### config.mk
export PLATFORM = sky130hd
export DESIGN_NAME = combined_lcg_shuffle_rng
export DESIGN_NICKNAME = d
export VERILOG_FILES = /design/src/hw/rtl/cmbl_pkg.sv /design/src/hw/rtl/cmbl_ram.sv /design/src/hw/rtl/cmbl_lehmer.sv /design/src/hw/rtl/cmbl_shape.sv /design/src/hw/rtl/combined_lcg_shuffle_rng.sv
export SDC_FILE = /design/constraint.sdc
export NUM_CORES = 2
export LEC_CHECK = 0
export BUFFER_PORTS_ARGS = -buffer_cell sky130_fd_sc_hd__buf_2
export CORE_MARGIN = 5
export CORE_UTILIZATION = 52
export CTS_CLUSTER_DIAMETER = 150
export DETAILED_ROUTE_END_ITERATION = 10
export PLACE_DENSITY_LB_ADDON = 0.2
export SLEW_MARGIN = 20
export SYNTH_ARGS = -nofsm -noshare
export SYNTH_HDL_FRONTEND = slang
export SYNTH_SLANG_ARGS = --single-unit
### constraint.sdc
create_clock -name clk -period 15.55 [get_ports clk]
set_input_delay 1.555 -clock clk [delete_from_list [all_inputs] [get_ports clk]]
set_output_delay 1.555 -clock clk [all_outputs]
set_load 0.1 [all_outputs]
### src/hw/rtl/cmbl_pkg.sv
// Shared types and constants for the combined LCG shuffle generator.
// Depends on nothing; every other file in hw/rtl but cmbl_ram takes names from here.
package cmbl_pkg;

  localparam int TABLE_DEPTH = 32;
  localparam int WARMUP      = 8;
  localparam int ADDR_W      = $clog2(TABLE_DEPTH);
  localparam int VAL_W       = 31;
  localparam int FRAC_W      = 24;
  localparam int CNT_W       = $clog2(TABLE_DEPTH + WARMUP);

  // Generator constants
  localparam logic [30:0] MOD_A   = 31'd2147483563;
  localparam logic [30:0] MOD_B   = 31'd2147483399;
  localparam logic [15:0] MUL_A   = 16'd40014;
  localparam logic [15:0] MUL_B   = 16'd40692;
  localparam logic [7:0]  FOLD_A  = 8'((64'd1 << 31) - 64'(MOD_A));
  localparam logic [7:0]  FOLD_B  = 8'((64'd1 << 31) - 64'(MOD_B));
  localparam logic [30:0] WRAP_ADD = MOD_A - 31'd1;

  // Slot select: shuffle word divided by SLOT_DIV via a reciprocal
  localparam longint unsigned SLOT_DIV_L  = 64'd1 + (64'(MOD_A) - 64'd1) / TABLE_DEPTH;
  localparam int              RECIP_SHIFT = 40;
  localparam longint unsigned SLOT_RECIP_L = (64'd1 << RECIP_SHIFT) / SLOT_DIV_L;
  localparam int              SLOT_QW     = $clog2(TABLE_DEPTH) + 1;
  localparam int              SLOT_PROD_W = RECIP_SHIFT + SLOT_QW;
  localparam logic [31:0]     SLOT_DIV    = 32'(SLOT_DIV_L);

  localparam logic [FRAC_W-1:0] FRAC_CAP = 24'd16777214;

  typedef logic [VAL_W-1:0]       val_t;
  typedef logic [ADDR_W-1:0]      addr_t;
  typedef logic [FRAC_W-1:0]      frac_t;
  typedef logic [CNT_W-1:0]       cnt_t;
  typedef logic [SLOT_QW-1:0]     slotq_t;
  typedef logic [SLOT_PROD_W-1:0] sprod_t;
  typedef logic [55:0]            fprod_t;

  localparam sprod_t SLOT_RECIP = sprod_t'(SLOT_RECIP_L);

  // Result of one modular step
  typedef struct packed {
    logic done;
    val_t value;
  } lcg_res_t;

  // Slot index and fraction derived from a shuffle word
  typedef struct packed {
    logic  done;
    addr_t slot;
    frac_t frac;
  } shp_res_t;

endpackage

### src/hw/rtl/cmbl_ram.sv
// Generic simple dual-port RAM with registered read data.
// Depends on nothing.
module cmbl_ram #(
  parameter int WIDTH = 31,
  parameter int DEPTH = 32
) (
  input  logic                     clk,
  input  logic                     we,
  input  logic [$clog2(DEPTH)-1:0] waddr,
  input  logic [WIDTH-1:0]         wdata,
  input  logic                     re,
  input  logic [$clog2(DEPTH)-1:0] raddr,
  output logic [WIDTH-1:0]         rdata
);

  logic [WIDTH-1:0] mem [DEPTH];
  logic [WIDTH-1:0] rdata_r;

  always_ff @(posedge clk) begin
    if (we) begin
      mem[waddr] <= wdata;
    end
    if (re) begin
      rdata_r <= mem[raddr];
    end
  end

  assign rdata = rdata_r;

endmodule

### src/hw/rtl/cmbl_lehmer.sv
// One Lehmer step x * mul mod (2^31 - fold), two register stages.
// Depends on cmbl_pkg.
module cmbl_lehmer (
  input  logic              clk,
  input  logic              rst_n,
  input  logic              start,
  input  cmbl_pkg::val_t    x,
  input  logic [15:0]       mul,
  input  logic [7:0]        fold,
  output cmbl_pkg::lcg_res_t res
);

  logic [46:0]    prod_r;
  logic           v1_r;
  logic           v2_r;
  cmbl_pkg::val_t value_r;
  logic [31:0]    sum;
  logic [31:0]    modv;

  // 2^31 == fold (mod m): fold the high part back onto the low part
  always_comb begin
    sum  = {1'b0, prod_r[30:0]} + 32'(prod_r[46:31] * fold);
    modv = 32'h8000_0000 - 32'(fold);
  end

  always_ff @(posedge clk) begin
    if (!rst_n) begin
      v1_r <= 1'b0;
      v2_r <= 1'b0;
    end else begin
      v1_r <= start;
      v2_r <= v1_r;
    end
    if (start) begin
      prod_r <= {16'd0, x} * {31'd0, mul};
    end
    if (v1_r) begin
      value_r <= (sum >= modv) ? 31'(sum - modv) : sum[30:0];
    end
  end

  assign res.done  = v2_r;
  assign res.value = value_r;

endmodule

### src/hw/rtl/cmbl_shape.sv
// Turns a shuffle word into the next table slot and a Q0.24 fraction.
// Depends on cmbl_pkg.
module cmbl_shape (
  input  logic               clk,
  input  logic               rst_n,
  input  logic               start,
  input  cmbl_pkg::val_t     val,
  output cmbl_pkg::shp_res_t res
);

  cmbl_pkg::val_t   v1_r;
  cmbl_pkg::sprod_t sprod_r;
  cmbl_pkg::frac_t  fq0_r;
  logic             s1_r;
  logic             s2_r;
  cmbl_pkg::addr_t  slot_r;
  cmbl_pkg::frac_t  frac_r;

  cmbl_pkg::slotq_t qe;
  cmbl_pkg::slotq_t q;
  logic [31:0]      rem;
  logic [24:0]      fq1;
  logic [24:0]      fsel;
  cmbl_pkg::fprod_t fprod;
  cmbl_pkg::fprod_t flhs;

  always_comb begin
    // slot: reciprocal estimate is exact or one low
    qe  = sprod_r[cmbl_pkg::RECIP_SHIFT +: cmbl_pkg::SLOT_QW];
    rem = {1'b0, v1_r} - 32'(32'(qe) * cmbl_pkg::SLOT_DIV);
    q   = (rem >= cmbl_pkg::SLOT_DIV) ? qe + 1'b1 : qe;
    if (q > cmbl_pkg::slotq_t'(cmbl_pkg::TABLE_DEPTH - 1)) begin
      q = cmbl_pkg::slotq_t'(cmbl_pkg::TABLE_DEPTH - 1);
    end
    // fraction: v >> 7 is exact or one low
    fq1   = {1'b0, fq0_r} + 25'd1;
    fprod = cmbl_pkg::fprod_t'(fq1) * cmbl_pkg::fprod_t'(cmbl_pkg::MOD_A);
    flhs  = cmbl_pkg::fprod_t'({v1_r, 24'd0});
    fsel  = (flhs >= fprod) ? fq1 : {1'b0, fq0_r};
    if (fsel > {1'b0, cmbl_pkg::FRAC_CAP}) begin
      fsel = {1'b0, cmbl_pkg::FRAC_CAP};
    end
  end

  always_ff @(posedge clk) begin
    if (!rst_n) begin
      s1_r <= 1'b0;
      s2_r <= 1'b0;
    end else begin
      s1_r <= start;
      s2_r <= s1_r;
    end
    if (start) begin
      v1_r    <= val;
      sprod_r <= cmbl_pkg::sprod_t'(val) * cmbl_pkg::SLOT_RECIP;
      fq0_r   <= val[30:7];
    end
    if (s1_r) begin
      slot_r <= q[cmbl_pkg::ADDR_W-1:0];
      frac_r <= fsel[cmbl_pkg::FRAC_W-1:0];
    end
  end

  assign res.done = s2_r;
  assign res.slot = slot_r;
  assign res.frac = frac_r;

endmodule

### src/hw/rtl/combined_lcg_shuffle_rng.sv
// Top level of the combined LCG generator with Bays-Durham shuffle table.
// Depends on cmbl_pkg, cmbl_ram, cmbl_lehmer and cmbl_shape.
//
// Usage
//   Input channel (in_valid/in_ready): one word per request. in_req_type 0
//   asks for the next draw, 1 reseeds with in_seed_value (0 acts as 1) and
//   then draws. A draw before any seed reseeds with 1 first.
//   Output channel (out_valid/out_ready): one word per request, the draw as
//   a 31-bit integer and as a Q0.24 fraction capped just below one.
// Draw and reseed path
//   A plain draw runs through the two Lehmer steps (multiply stage, fold
//   stage), which work side by side with one table read, and then through
//   the two-stage slot/fraction unit. No new request is taken until the
//   result is in the output register.
//   A reseed first runs each of the 40 warm-up and fill steps through the
//   two-stage Lehmer unit, one after another.
// Reset and stalls
//   Reset returns to idle in the unseeded state with no result pending.
//   While the receiver stalls, the result holds in the output register; a
//   new request may be accepted and worked on; its draw waits in shuffle_r and
//   its fraction in the slot/fraction unit until the output register frees up.
module combined_lcg_shuffle_rng (
  input  logic                   clk,
  input  logic                   rst_n,
  input  logic                   in_valid,
  output logic                   in_ready,
  input  logic                   in_req_type,
  input  logic [30:0]            in_seed_value,
  output logic                   out_valid,
  input  logic                   out_ready,
  output logic [30:0]            out_draw_value,
  output logic [23:0]            out_unit_fraction
);

  typedef enum logic [3:0] {
    ST_IDLE,
    ST_SEED_INIT,
    ST_SEED_GO,
    ST_SEED_WAIT,
    ST_SLOT_WAIT,
    ST_DRAW_RD,
    ST_DRAW_WAIT,
    ST_DRAW_SHAPE,
    ST_DELIVER
  } state_t;

  state_t              state_r;
  logic                seeded_r;
  cmbl_pkg::val_t      seed_r;
  cmbl_pkg::val_t      first_r;
  cmbl_pkg::val_t      second_r;
  cmbl_pkg::val_t      shuffle_r;
  cmbl_pkg::cnt_t      j_r;
  logic                out_valid_r;
  cmbl_pkg::val_t      out_draw_r;
  cmbl_pkg::frac_t     out_frac_r;

  // datapath hookups
  logic                a_start;
  cmbl_pkg::val_t      a_x;
  cmbl_pkg::lcg_res_t  a_res;
  logic                b_start;
  cmbl_pkg::lcg_res_t  b_res;
  logic                shp_start;
  cmbl_pkg::val_t      shp_val;
  cmbl_pkg::shp_res_t  shp_res;
  logic                ram_we;
  cmbl_pkg::addr_t     ram_waddr;
  cmbl_pkg::val_t      ram_wdata;
  logic                ram_re;
  cmbl_pkg::val_t      ram_rdata;
  logic signed [32:0]  ydiff;
  cmbl_pkg::val_t      ynew;
  logic                fill_slot;
  logic                seed_last;
  logic                out_free;

  assign in_ready          = (state_r == ST_IDLE);
  assign out_valid         = out_valid_r;
  assign out_draw_value    = out_draw_r;
  assign out_unit_fraction = out_frac_r;
  assign out_free          = !out_valid_r || out_ready;

  always_comb begin
    fill_slot = (j_r < cmbl_pkg::cnt_t'(cmbl_pkg::TABLE_DEPTH));
    seed_last = (j_r == '0);

    // table word minus second generator, wrapped into 1..MOD_A-1
    ydiff = $signed({2'b00, ram_rdata}) - $signed({2'b00, b_res.value});
    if (ydiff < 33'sd1) begin
      ydiff = ydiff + $signed({2'b00, cmbl_pkg::WRAP_ADD});
    end
    ynew = ydiff[30:0];

    // first generator: chain steps straight from its own result while seeding
    a_x     = (state_r == ST_SEED_WAIT) ? a_res.value : first_r;
    a_start = (state_r == ST_SEED_GO) || (state_r == ST_DRAW_RD) ||
              ((state_r == ST_SEED_WAIT) && a_res.done && !seed_last);
    b_start = (state_r == ST_DRAW_RD);

    shp_start = 1'b0;
    shp_val   = ynew;
    ram_we    = 1'b0;
    ram_waddr = shp_res.slot;
    ram_wdata = a_res.value;
    case (state_r)
      ST_SEED_WAIT: begin
        if (a_res.done) begin
          ram_we    = fill_slot;
          ram_waddr = j_r[cmbl_pkg::ADDR_W-1:0];
          shp_start = seed_last;
          shp_val   = a_res.value;
        end
      end
      ST_DRAW_WAIT: begin
        if (a_res.done) begin
          ram_we    = 1'b1;
          shp_start = 1'b1;
        end
      end
      default: begin
      end
    endcase

    ram_re = (state_r == ST_DRAW_RD);
  end

  always_ff @(posedge clk) begin
    if (!rst_n) begin
      state_r     <= ST_IDLE;
      seeded_r    <= 1'b0;
      out_valid_r <= 1'b0;
    end else begin
      // drop the taken word unless the deliver state loads a new one
      if (out_valid_r && out_ready && (state_r != ST_DELIVER)) begin
        out_valid_r <= 1'b0;
      end
      case (state_r)
        ST_IDLE: begin
          if (in_valid) begin
            // latch the request; an unseeded draw acts as seed 1
            seed_r <= in_req_type ? in_seed_value : 31'd1;
            if (in_req_type || !seeded_r) begin
              state_r <= ST_SEED_INIT;
            end else begin
              state_r <= ST_DRAW_RD;
            end
          end
        end
        ST_SEED_INIT: begin
          first_r  <= (seed_r == '0) ? 31'd1 : seed_r;
          second_r <= (seed_r == '0) ? 31'd1 : seed_r;
          j_r      <= cmbl_pkg::cnt_t'(cmbl_pkg::TABLE_DEPTH + cmbl_pkg::WARMUP - 1);
          state_r  <= ST_SEED_GO;
        end
        ST_SEED_GO: begin
          state_r <= ST_SEED_WAIT;
        end
        ST_SEED_WAIT: begin
          if (a_res.done) begin
            first_r <= a_res.value;
            if (seed_last) begin
              // slot 0 holds the last fill value; derive the first slot from it
              shuffle_r <= a_res.value;
              seeded_r  <= 1'b1;
              state_r   <= ST_SLOT_WAIT;
            end else begin
              j_r <= j_r - 1'b1;
            end
          end
        end
        ST_SLOT_WAIT: begin
          if (shp_res.done) begin
            state_r <= ST_DRAW_RD;
          end
        end
        ST_DRAW_RD: begin
          state_r <= ST_DRAW_WAIT;
        end
        ST_DRAW_WAIT: begin
          if (a_res.done) begin
            first_r   <= a_res.value;
            second_r  <= b_res.value;
            shuffle_r <= ynew;
            state_r   <= ST_DRAW_SHAPE;
          end
        end
        ST_DRAW_SHAPE: begin
          if (shp_res.done) begin
            state_r <= ST_DELIVER;
          end
        end
        ST_DELIVER: begin
          // hold until the output register is free
          if (out_free) begin
            out_valid_r <= 1'b1;
            out_draw_r  <= shuffle_r;
            out_frac_r  <= shp_res.frac;
            state_r     <= ST_IDLE;
          end
        end
        default: begin
          state_r <= ST_IDLE;
        end
      endcase
    end
  end

  cmbl_lehmer u_lcg_a (
    .clk   (clk),
    .rst_n (rst_n),
    .start (a_start),
    .x     (a_x),
    .mul   (cmbl_pkg::MUL_A),
    .fold  (cmbl_pkg::FOLD_A),
    .res   (a_res)
  );

  cmbl_lehmer u_lcg_b (
    .clk   (clk),
    .rst_n (rst_n),
    .start (b_start),
    .x     (second_r),
    .mul   (cmbl_pkg::MUL_B),
    .fold  (cmbl_pkg::FOLD_B),
    .res   (b_res)
  );

  cmbl_shape u_shape (
    .clk   (clk),
    .rst_n (rst_n),
    .start (shp_start),
    .val   (shp_val),
    .res   (shp_res)
  );

  cmbl_ram #(
    .WIDTH (cmbl_pkg::VAL_W),
    .DEPTH (cmbl_pkg::TABLE_DEPTH)
  ) u_table (
    .clk   (clk),
    .we    (ram_we),
    .waddr (ram_waddr),
    .wdata (ram_wdata),
    .re    (ram_re),
    .raddr (shp_res.slot),
    .rdata (ram_rdata)
  );

endmodule

==> summary.md <==
| Metric | Value |
|---|---|
| Number of standard-cell rows in the floorplan | `157` |
| Synthesized netlist cell count | `7096` |
| Area added between synthesis and finish | `9.23%` |
| Delay contributed by the slowest stage of the critical path | `0.68 ns` |
| Most instantiated library cell after synthesis | `sky130_fd_sc_hd__edfxtp_1` |
| CP arrival | `14.58 ns` |
| Total number of vias | `58300` |
| Sequential element share of the synthesized area | `44.8%` |
| I/O Pins | `93` |
| TritonRoute pass-1 iters | `6` |
| Fin. max-slew vios | `0` |
| Sequential cell area | `42900 um^2` |
| Clock latency reported for the late side of the worst-skew pair | `0.83 ns` |
| Setup crit start kind | `register` |
| Length of routed met3 wiring | `16900 um` |
| Final Hold Fails | `0` |
| Max H-tree Level | `4` |
| Clk slew on worst S/H paths | `0.06 ns` |
| CTS Buffer Depth | `3` |
| Global router's overall resource usage | `27.0%` |
| Mapped Avg Cell Area | `13.5 um^2` |
| Count of buffering cells on the critical path with inverters included | `6` |
| Final number of setup-violating endpoints | `0` |
| # DRC | `0` |
| Critical-path cell with the highest stage delay | `sky130_fd_sc_hd__xnor2_1` |
| Tcrit/Tclk final | `90.1%` |
| Dominant delay contributor by cell family on the critical path | `simple AND/OR/NAND/NOR gates` |
| CTS Buf Count | `147` |
| Die span in y | `439 um` |
| Top cell types by occurrence after synthesis | `sky130_fd_sc_hd__edfxtp_1, sky130_fd_sc_hd__inv_1, sky130_fd_sc_hd__ha_1` |
| Cell area after synthesis | `95800 um^2` |
| Seq cells post-synth | `1432` |
| Total wire length after detailed routing | `257000 um` |
| Root Driver | `sky130_fd_sc_hd__clkbuf_16` |
| Required time of the worst setup path | `16.11 ns` |
| DRT antenna net count | `0` |
| Ys flop type | `sky130_fd_sc_hd__edfxtp_1` |
| Number of hold buffers added after CTS | `0` |
| Overall die area | `193000 um^2` |
| Number of nets in the finished design | `8841` |
| Met2 wire length | `125000 um` |
| Max-capacitance violation count | `0` |
| Initial Util | `52.3%` |
| Proportion of layout cells with a drive suffix above 1 | `12.9%` |
| Hold/Removal Path Class | `register to register` |
| Worst Setup End Kind | `register` |
| Fmax | `71.3 MHz` |
| Post-CTS Setup Repair Bufs | `0` |
| Area share of the largest cell type after synthesis | `44.5%` |
| Total area of multi-input combinational cells | `48400 um^2` |
| Critical Path Fanout Max | `36` |
| Largest area contributor in the netlist | `sky130_fd_sc_hd__edfxtp_1` |
| Aggregate global routing overflow | `0` |
| RSZ-0062 raised after global routing | `no` |
| PortBufs | `92` |
| Critical path start-end classification | `register to register` |
| Post-Synthesis Net Count | `8659` |
| Transition time of the tightest slew-check pin | `1.12 ns` |
| Per-cell routed wire length | `26.1 um` |
| Antenna violations before repair | `4` |
| Total half-perimeter wirelength after legalization and detailed placement | `190000 um` |
| Sum of negative setup slack | `0 ns` |
| Number of warnings issued by yosys | `0` |
| Leading post-synthesis cells by cell area | `sky130_fd_sc_hd__edfxtp_1, sky130_fd_sc_hd__fa_1, sky130_fd_sc_hd__ha_1, sky130_fd_sc_hd__mux4_2, sky130_fd_sc_hd__inv_1` |
| Number of fillers in the final layout | `14700` |
| Wire length of the first global-routing pass | `386000 um` |
| Count of instances resized after the clock tree is built | `0` |
| Number of unique standard cell types used by synthesis | `118` |
| Time the worst path needs with I/O delays and setup | `14.02 ns` |
| Outcome | `completed` |
| Via count of the first global-routing pass | `60000` |
| Routability congestion estimate | `0.941` |
| Proportion of synthesized flip-flops having asynchronous set or reset | `0%` |
| Ratio of routed vias to standard cells | `5.91` |
| Die span in x | `439 um` |
| Setup Skew | `0.0431 ns` |
| Iter 0 DRT Violations | `5097` |
| Maximum number of pins on one net before global-route repair | `140` |
| Std-Cell Core Area | `183000 um^2` |
| Num Clock Sinks | `1432` |
| Top layer used by detailed routing | `met5` |
| Post-Route M1 WL | `106000 um` |
| TritonCTS clock tree | `built` |
| Relative slew slack | `25.2%` |
| Post-synth EDFFs | `1421` |
logic make-up (layout without fill, tap and decap cells):
kind of cell	count (synthesis)	in the layout	synth area share (%)
other	0	4	0
xor gates and xnor gates	305	305	2.80
and+or+nand+nor	1148	1148	6.04
AOI/OAI and AO/OA	1012	1012	7.05
buffers and inverters	1242	1543	5.05
adders and majority gates	1527	1527	25.6
muxes	430	430	8.66
DFF	1432	1432	44.8
per-stage QoR:
stage / setup WS [ns] / hold WS (ns) / util, % / cells / instance area (um^2)
2_1_floorplan: 3.45 / 0.400 / - / 7096 / 95800
3_3_place_gp: 1.93 / 0.401 / 54.4 / 9593 / 99700
3_5_place_dp: 1.64 / 0.405 / 54.4 / 9593 / 99700
4_1_cts: 1.55 / 0.407 / 57.1 / 9861 / 105000
5_1_grt: 0.542 / 0.421 / 57.1 / 9861 / 105000
6_report: 1.53 / 0.404 / 57.1 / 9865 / 105000
sequential cells by signal, indices dropped and copies added (netlist names), 5 cells and up:
name,count
u_table.rdata,31
u_shape.v1_r,7
j_r,6
u_shape.slot_r,5
seed_r,31
first_r,31
u_lcg_a.prod_r,46
u_lcg_b.prod_r,45
u_lcg_b.value_r,31
shuffle_r,31
out_draw_value,31
u_lcg_a.value_r,31
out_unit_fraction,24
u_shape.frac_r,24
u_shape.fq0_r,24
u_table.mem,992
second_r,31
layout by cell type, fill, tap and decap left out, types with 33 or more instances in the layout:
cell,count
sky130_fd_sc_hd__nor3_1,67
sky130_fd_sc_hd__nand2b_1,58
sky130_fd_sc_hd__nor4_1,33
sky130_fd_sc_hd__nor2b_1,43
sky130_fd_sc_hd__o21ai_0,183
sky130_fd_sc_hd__nor2_1,252
sky130_fd_sc_hd__and2_1,63
sky130_fd_sc_hd__buf_2,92
sky130_fd_sc_hd__clkbuf_1,33
sky130_fd_sc_hd__nand4_1,54
sky130_fd_sc_hd__a31oi_1,35
sky130_fd_sc_hd__mux4_2,310
sky130_fd_sc_hd__buf_4,103
sky130_fd_sc_hd__o21a_1,49
sky130_fd_sc_hd__clkbuf_16,147
sky130_fd_sc_hd__nand3_1,89
sky130_fd_sc_hd__ha_1,799
sky130_fd_sc_hd__xor2_1,113
sky130_fd_sc_hd__edfxtp_1,1421
sky130_fd_sc_hd__xnor2_1,190
sky130_fd_sc_hd__nand2_1,268
sky130_fd_sc_hd__mux2_2,88
sky130_fd_sc_hd__a21o_1,143
sky130_fd_sc_hd__and3_1,41
sky130_fd_sc_hd__inv_1,1077
sky130_fd_sc_hd__nor2_4,35
sky130_fd_sc_hd__fa_1,728
sky130_fd_sc_hd__a21oi_1,278
per-layer routing:
metal	vias to the layer above	track usage (%)
met5	-	0
li1	25900	-
met3	354	3.89
met4	2	8.46
met1	30100	37.0
met2	2049	44.9
path summary, 6_finish.rpt:
check | depth (start not counted) | slack, ns | startpoint | end
max | 47 | 1.53 | u_shape.fq0_r[1]$_DFFE_PP_ | u_shape.frac_r[20]$_SDFFCE_PN1P_
min | 0 | 0.40 | shuffle_r[15]$_DFFE_PP_ | out_draw_value[15]$_DFFE_PP_
max reg2reg | 47 | 1.53 | u_shape.fq0_r[1]$_DFFE_PP_ | u_shape.frac_r[20]$_SDFFCE_PN1P_
min reg2reg | 0 | 0.40 | shuffle_r[15]$_DFFE_PP_ | out_draw_value[15]$_DFFE_PP_
cell type report:
type / instances / area share (%)
multi-input cells: 4422 / 46.3
flip-flops and latches: 1432 / 41.0
inverters: 1077 / 3.86
clock buffers: 181 / 3.65
well taps: 2464 / 2.95
repair buffers: 198 / 1.24
clock inverters: 87 / 1.07
diodes: 4 / 0.00956
Power is not shown: default switching activity piles up to over one toggle a cycle in this logic, so the estimate is an artifact.
